### config.mk
export PLATFORM = sky130hd
export DESIGN_NAME = tla_row_next
export DESIGN_NICKNAME = d
export VERILOG_FILES = /design/src/sv/tla_pkg.sv /design/src/sv/tla_row_next.sv
export SDC_FILE = /design/constraint.sdc
export NUM_CORES = 1
export LEC_CHECK = 0
export BUFFER_PORTS_ARGS = -buffer_cell sky130_fd_sc_hd__clkbuf_2
export CORE_ASPECT_RATIO = 0.6
export CORE_MARGIN = 2
export CORE_UTILIZATION = 55
export DETAILED_ROUTE_END_ITERATION = 6
export PLACE_DENSITY = 0.81
export SLEW_MARGIN = 10
export SYNTH_ARGS = -nofsm -noshare
export SYNTH_HDL_FRONTEND = slang
export SYNTH_SLANG_ARGS = --single-unit
export TNS_END_PERCENT = 30
### constraint.sdc
create_clock -name vclk -period 10.1
set_clock_uncertainty 0.2 [all_clocks]
set_input_delay 2.02 -clock vclk [all_inputs]
set_output_delay 2.02 -clock vclk [all_outputs]
set_load 0.02 [all_outputs]
### src/sv/tla_pkg.sv
`timescale 1ns / 1ps

package tla_pkg;

  typedef enum logic [1:0] {
    MODE_WRITE = 2'd0,
    MODE_READ  = 2'd1,
    MODE_CLEAR = 2'd2,
    MODE_STEP  = 2'd3
  } mode_t;

  typedef enum logic [2:0] {
    ST_CLEAR,
    ST_IDLE,
    ST_CELL,
    ST_GEN
  } state_t;

  localparam logic [3:0] BIRTH_COUNT = 4'd3;
  localparam logic [3:0] SURVIVE_LOW = 4'd2;

endpackage

### src/sv/tla_row_next.sv
`timescale 1ns / 1ps

module tla_row_next #(
  parameter int MAX_SIDE = 64
) (
  input  logic [MAX_SIDE-1:0]              up,
  input  logic [MAX_SIDE-1:0]              cur,
  input  logic [MAX_SIDE-1:0]              dn,
  input  logic [$clog2(MAX_SIDE+1)-1:0]    side,
  output logic [MAX_SIDE-1:0]              row_next,
  output logic                             changed
);
  import tla_pkg::*;

  localparam int AW = $clog2(MAX_SIDE);
  localparam int SW = $clog2(MAX_SIDE + 1);

  always_comb begin
    logic [AW-1:0] li;
    logic          lu, lc, ld, ru, rc, rd;
    logic          last;
    logic [3:0]    n;
    logic          nv;
    int            prv;
    int            nxt;
    li       = AW'(side - SW'(1));
    row_next = cur;
    changed  = 1'b0;
    for (int x = 0; x < MAX_SIDE; x++) begin
      prv  = (x == 0) ? MAX_SIDE - 1 : x - 1;
      nxt  = (x == MAX_SIDE - 1) ? 0 : x + 1;
      last = (x == int'(side) - 1);
      lu   = (x == 0) ? up[li]  : up[prv];
      lc   = (x == 0) ? cur[li] : cur[prv];
      ld   = (x == 0) ? dn[li]  : dn[prv];
      ru   = last ? up[0]  : up[nxt];
      rc   = last ? cur[0] : cur[nxt];
      rd   = last ? dn[0]  : dn[nxt];
      n    = 4'(lu) + 4'(up[x]) + 4'(ru) + 4'(lc) + 4'(rc)
           + 4'(ld) + 4'(dn[x]) + 4'(rd);
      if (cur[x]) begin
        nv = (n >= SURVIVE_LOW) && (n <= BIRTH_COUNT);
      end else begin
        nv = (n == BIRTH_COUNT);
      end
      if (x < int'(side)) begin
        row_next[x] = nv;
        changed     = changed | (nv ^ cur[x]);
      end
    end
  end

endmodule

# After elaboration in Yosys (flattened, before gate mapping)
# Index checks and enable logic that the tools add are counted.
op_classes:
  addsub: 450
  magnitude_cmp: 193
  n_eq_ne: 126
  n_mux: 387
  n_bitwise: 127
  reduce_logical: 65
ops:
  columns: ["op", "count"]
  rows:
  - ["$add A4 B1 Y4", 256]
  - ["$eq A7 B32 Y1 const A", 31]
  - ["$eq A6 B32 Y1 const A", 16]
  - ["$mux W1", 384]
  - ["$add A3 B1 Y4", 64]
  - ["$eq A4 B2 Y1 const B", 64]
  - ["$eq A5 B32 Y1 const A", 8]
  - ["$ge A4 B2 Y1 const B", 64]
  - ["$le A4 B2 Y1 const B", 64]
  - ["$lt A6 B7 Y1 const A", 32]
  - ["$add A2 B1 Y3", 64]
  - ["$add A1 B1 Y2", 64]
  - ["$eq A4 B32 Y1 const A", 4]
  - ["$lt A5 B7 Y1 const A", 16]
  - ["$eq A3 B32 Y1 const A", 2]
  - ["$logic_and A1 B1 Y1", 64]
  - ["$xor A1 B1 Y1", 64]
  - ["$or A1 B1 Y1", 63]
  - ["$lt A4 B7 Y1 const A", 8]
  - ["$eq A2 B32 Y1 const A", 1]
  - ["$logic_not A32 Y1", 1]
  - ["$lt A3 B7 Y1 const A", 4]
  - ["$bmux W1 S6", 3]
  - ["$lt A1 B7 Y1 const A", 2]
  - ["other kinds (4)", 5]
totals:
  register_bits: 0
  input_bits: 199
  out_inout_bits: 65
  elab_cells: 1348

# Longest topological paths before layout
depth:
  depth_word: 141
  depth_mapped: 29
  ltp_nobuf: 24

# Worst setup path after synthesis
# No wires, ideal clock.
synth_path:
  path_kind: "in2out"
  startpoint: "input port side[0]"
  endpoint: "output port changed"
  arrival_time_ns: 7.742
  t_required_ns: 7.880
  setup_slack_ns: 0.138
  stages: 29
  n_path_buf: 5
  path_cell_list: "buf_4 > buf_6 > buf_4 > inv_1 > ha_1 > clkbuf_1 > nand2_1 > nor2_1 > nand3_1 > a21oi_1 > a31oi_2 > buf_4 > nor2_2 > mux2_2 > fa_1 > inv_1 > fa_1 > inv_1 > ha_1 > inv_1 > fa_1 > or4b_2 > a21oi_1 > a21oi_1 > and2_1 > o21ai_0 > o211ai_1 > nor3_1 > nand4_1"
synth_between:
  elab_chain_len: 141
  elab_cells_between_ends: 1208
  classes_between: "add/sub (381); order compare (190); eq/ne (125); mux (322); bitwise (126); reduce/logical (64)"
synth_rtl:
  columns: ["item", "line", "source"]
  rows:
  - ["start: declaration", "tla_row_next.sv:9", "input logic [$clog2(MAX_SIDE+1)-1:0] side,"]
  - ["$sub A6 B1 Y6", "tla_row_next.sv:26", "li = AW'(side - SW'(1));"]
  - ["$bmux W1 S6", null, null]
  - ["$mux W1 (not written as such)", "tla_row_next.sv:33", "lu = (x == 0) ? up[li] : up[prv];"]
  - ["$add A1 B1 Y2", "tla_row_next.sv:39", "n = 4'(lu) + 4'(up[x]) + 4'(ru) + 4'(lc) + 4'(rc)"]
  - ["$add A2 B1 Y3", "tla_row_next.sv:39", null]
  - ["$add A3 B1 Y4", "tla_row_next.sv:39", null]
  - ["$add A4 B1 Y4", "tla_row_next.sv:39", null]
  - ["$add A4 B1 Y4 (3 in a row)", "tla_row_next.sv:40", "+ 4'(ld) + 4'(dn[x]) + 4'(rd);"]
  - ["(+123 left out)", null, null]
  - ["$or A1 B1 Y1", "tla_row_next.sv:48", "changed = changed | (nv ^ cur[x]);"]
  - ["$mux W1", "tla_row_next.sv:46", "if (x < int'(side)) begin"]
  - ["$or A1 B1 Y1", "tla_row_next.sv:48", null]
  - ["$mux W1", "tla_row_next.sv:46", null]
  - ["$or A1 B1 Y1", "tla_row_next.sv:48", null]
  - ["$mux W1", "tla_row_next.sv:46", null]
  - ["$or A1 B1 Y1", "tla_row_next.sv:48", null]
  - ["$mux W1 (*)", "tla_row_next.sv:46", null]
  - ["end: declaration", "tla_row_next.sv:11", "output logic changed"]
# Every way passes the cells marked *; elsewhere a longest branch is shown, timed or not. The select of a mux whose other input is x is not followed.

# Worst setup path in the final report
# Same ends and word-level chain as after synthesis.

==> out/summary.txt <==
Leak - 9.61 nW
Placer congestion estimate - 1.22
First DRT Iteration DRCs - 1787
Fin crit period - 9.98 ns
Seq cells - 0
Post-Syn Instances - 1957
Routed Wire Length - 62200 um
Hold Path Origin - cur[5]
Total Power - 0.00227 W
Grt ovf - 0
DP Worst Slack - -0.320 ns
Area grow syn2layout - 15.2%
Seq. cell area - 0 um2
Initial Util - 55.7%
Post-synth top area cell - fa_1
Crit share post-route - 98.9%
Yosys Warn Count - 0
WS Path Type - in2out
Fin Setup TNS - 0 ns
HP Class - in2out
I/O Buffers - 264
CP peak stage delay - 0.61 ns
Post-synth cell types - 63
Worst Path Required - 7.88 ns
Slowest-stage cell, CP - or4b_2
Met1 GRT Util - 53.0%
Layout Nets - 2899
VDD IR-drop max - 0.0779 mV
Critical Path Fanout Max - 6
Mapped Nets - 2609
Util after Layout - 64.1%
GRT met2 Usage - 57.0%
Core area - 31000 um2
Hpwl dp - 53100 um
Routed vias - 16679
GR Util All Layers - 37.7%
Worst Hold Depth - 4
Largest net degree at the start of global routing - 69
Most frequent cells in the layout - inv_1 (371), clkbuf_2 (262), fa_1 (256)
Average cell area after synthesis - 8.83 um2
Fraction of layout cells with a size suffix above 1 - 25.5%
CTS Hold Bufs - 0
Most common cell after layout, fill and taps aside - inv_1
Slew Limit Fails - 0
Crit path launch type - input port
Crit. End Element - primary output
Status - completed
Fin. Hold Viols - 0
Fillers - 2638
Hold Crit Endpoint - row_next[5]
Pwr/cell area - 114 nW/um2
First-pass GRT wire length - 95000 um
Vias per cell - 6.27
Leading post-synthesis cells by cell area - fa_1 (30%), ha_1 (14%), inv_1 (8.1%)
Met3 usage - 11.5%
Number of remaining DRC errors - 0
Final antenna-violating net count - 0
Initial antenna violation count - 2
FP Rows - 50
Fmax - 100 MHz
Worst Tran Pin Value - 1.14 ns
Most Crowded Layer GR - met2
Mapped Area - 17300 um2
Final setup violation count - 0
Slew headroom - 23.7%
# clk buffers - 0
1st-pass router iterations - 5
WP data arrival - 7.76 ns
Setup ws final - 0.115 ns
Vias in the first global route - 16945
Seq/Total Area, Yosys - 0%
DIE HEIGHT - 141 um
Die X - 233 um
Full die area - 32900 um2
Top Ports - 264
Max Cap Viol - 0
Routed wire per std cell - 23.4 um
Yosys top cell area share - 29.7%
## cells in the mapped netlist, types with 9 or more instances
cell type	count
inv_1	373
fa_1	256
ha_1	197
a21oi_1	146
nor2_1	113
nand2_1	109
mux2i_1	106
mux2_2	86
o21ai_0	84
mux4_2	51
mux2_1	42
clkbuf_1	39
nand3_1	34
a211oi_1	32
nand2b_1	27
nor2b_1	26
a22oi_1	21
or4b_2	14
and3_1	12
a31oi_1	11
nor4b_1	11
o21a_1	11
and2_1	10
buf_2	10
nor2_2	10
nor3_1	10
or3_1	10
o22a_1	9
## worst max-delay path by stage
stage | startpoint | end | slack [ns] | depth (start not counted)
4_1_cts | side[0] | changed | 0.04 | 24
5_1_grt | side[0] | changed | -0.09 | 26
2_1_floorplan | side[0] | changed | 0.14 | 29
3_5_place_dp | side[1] | changed | -0.32 | 26
3_3_place_gp | side[1] | changed | -0.32 | 26
6_report | side[0] | changed | 0.12 | 25
## power breakdown
part	switching, W	internal [W]
combinational	0.00134	0.000929
clock	0	0.0000000000132
sequential	0	0
## repair_timing
| action | 4_1_cts | 5_1_grt |
|---|---|---|
| resized for setup | 5 | 80 |
| gates cloned | 0 | 2 |
| setup endpoints to repair | 1 | 1 |
| pin swaps | 0 | 14 |
| setup buffers | 0 | 6 |
## stage by stage
stage	instance area, um2	instances	hold WS [ns]
floorplan	17300	1957	4.03
global placement	19500	2653	4.27
detailed placement	19500	2653	4.28
CTS	19500	2653	4.28
global route	19900	2662	4.30
finish	19900	2662	4.28
## kinds of logic (layout without fill, tap and decap cells)
| family | count (synthesis) | in the layout | synth area share, % |
|---|---|---|---|
| other cells | 0 | 1 | 0 |
| buf+inv | 434 | 721 | 9.72 |
| simple gates | 420 | 420 | 12.4 |
| fa+ha+maj | 453 | 453 | 43.9 |
| xor+xnor | 12 | 12 | 0.695 |
| compound gates | 353 | 354 | 12.1 |
| mux | 285 | 285 | 21.1 |
## worst max-delay path: cells and delay by family
family,cells,cell delay (ns)
adders and majority gates,5,1.74
and+or+nand+nor,6,1.49
buffers and inverters,8,1.19
AOI/OAI and AO/OA,3,0.60
muxes,2,0.47
xor gates and xnor gates,1,0.27
## per-layer routing
metal | up-vias | wire length [um] | part of all wire (%)
met4 | 0 | 1920 | 3.1
met5 | - | 0 | 0
met3 | 136 | 8680 | 14
li1 | 7283 | - | -
met1 | 8236 | 25100 | 40
met2 | 1024 | 26600 | 43
## cell type report
class                      instances  area [um2]  area share, %
antenna                            1        2.50         0.0126
timing repair buffer             346        2040           10.3
inverter                         375        1410           7.09
multi-input combinational       1524       15900           80.0
tap                              416         520           2.62
No activity file was read; power rests on OpenSTA's default activity.
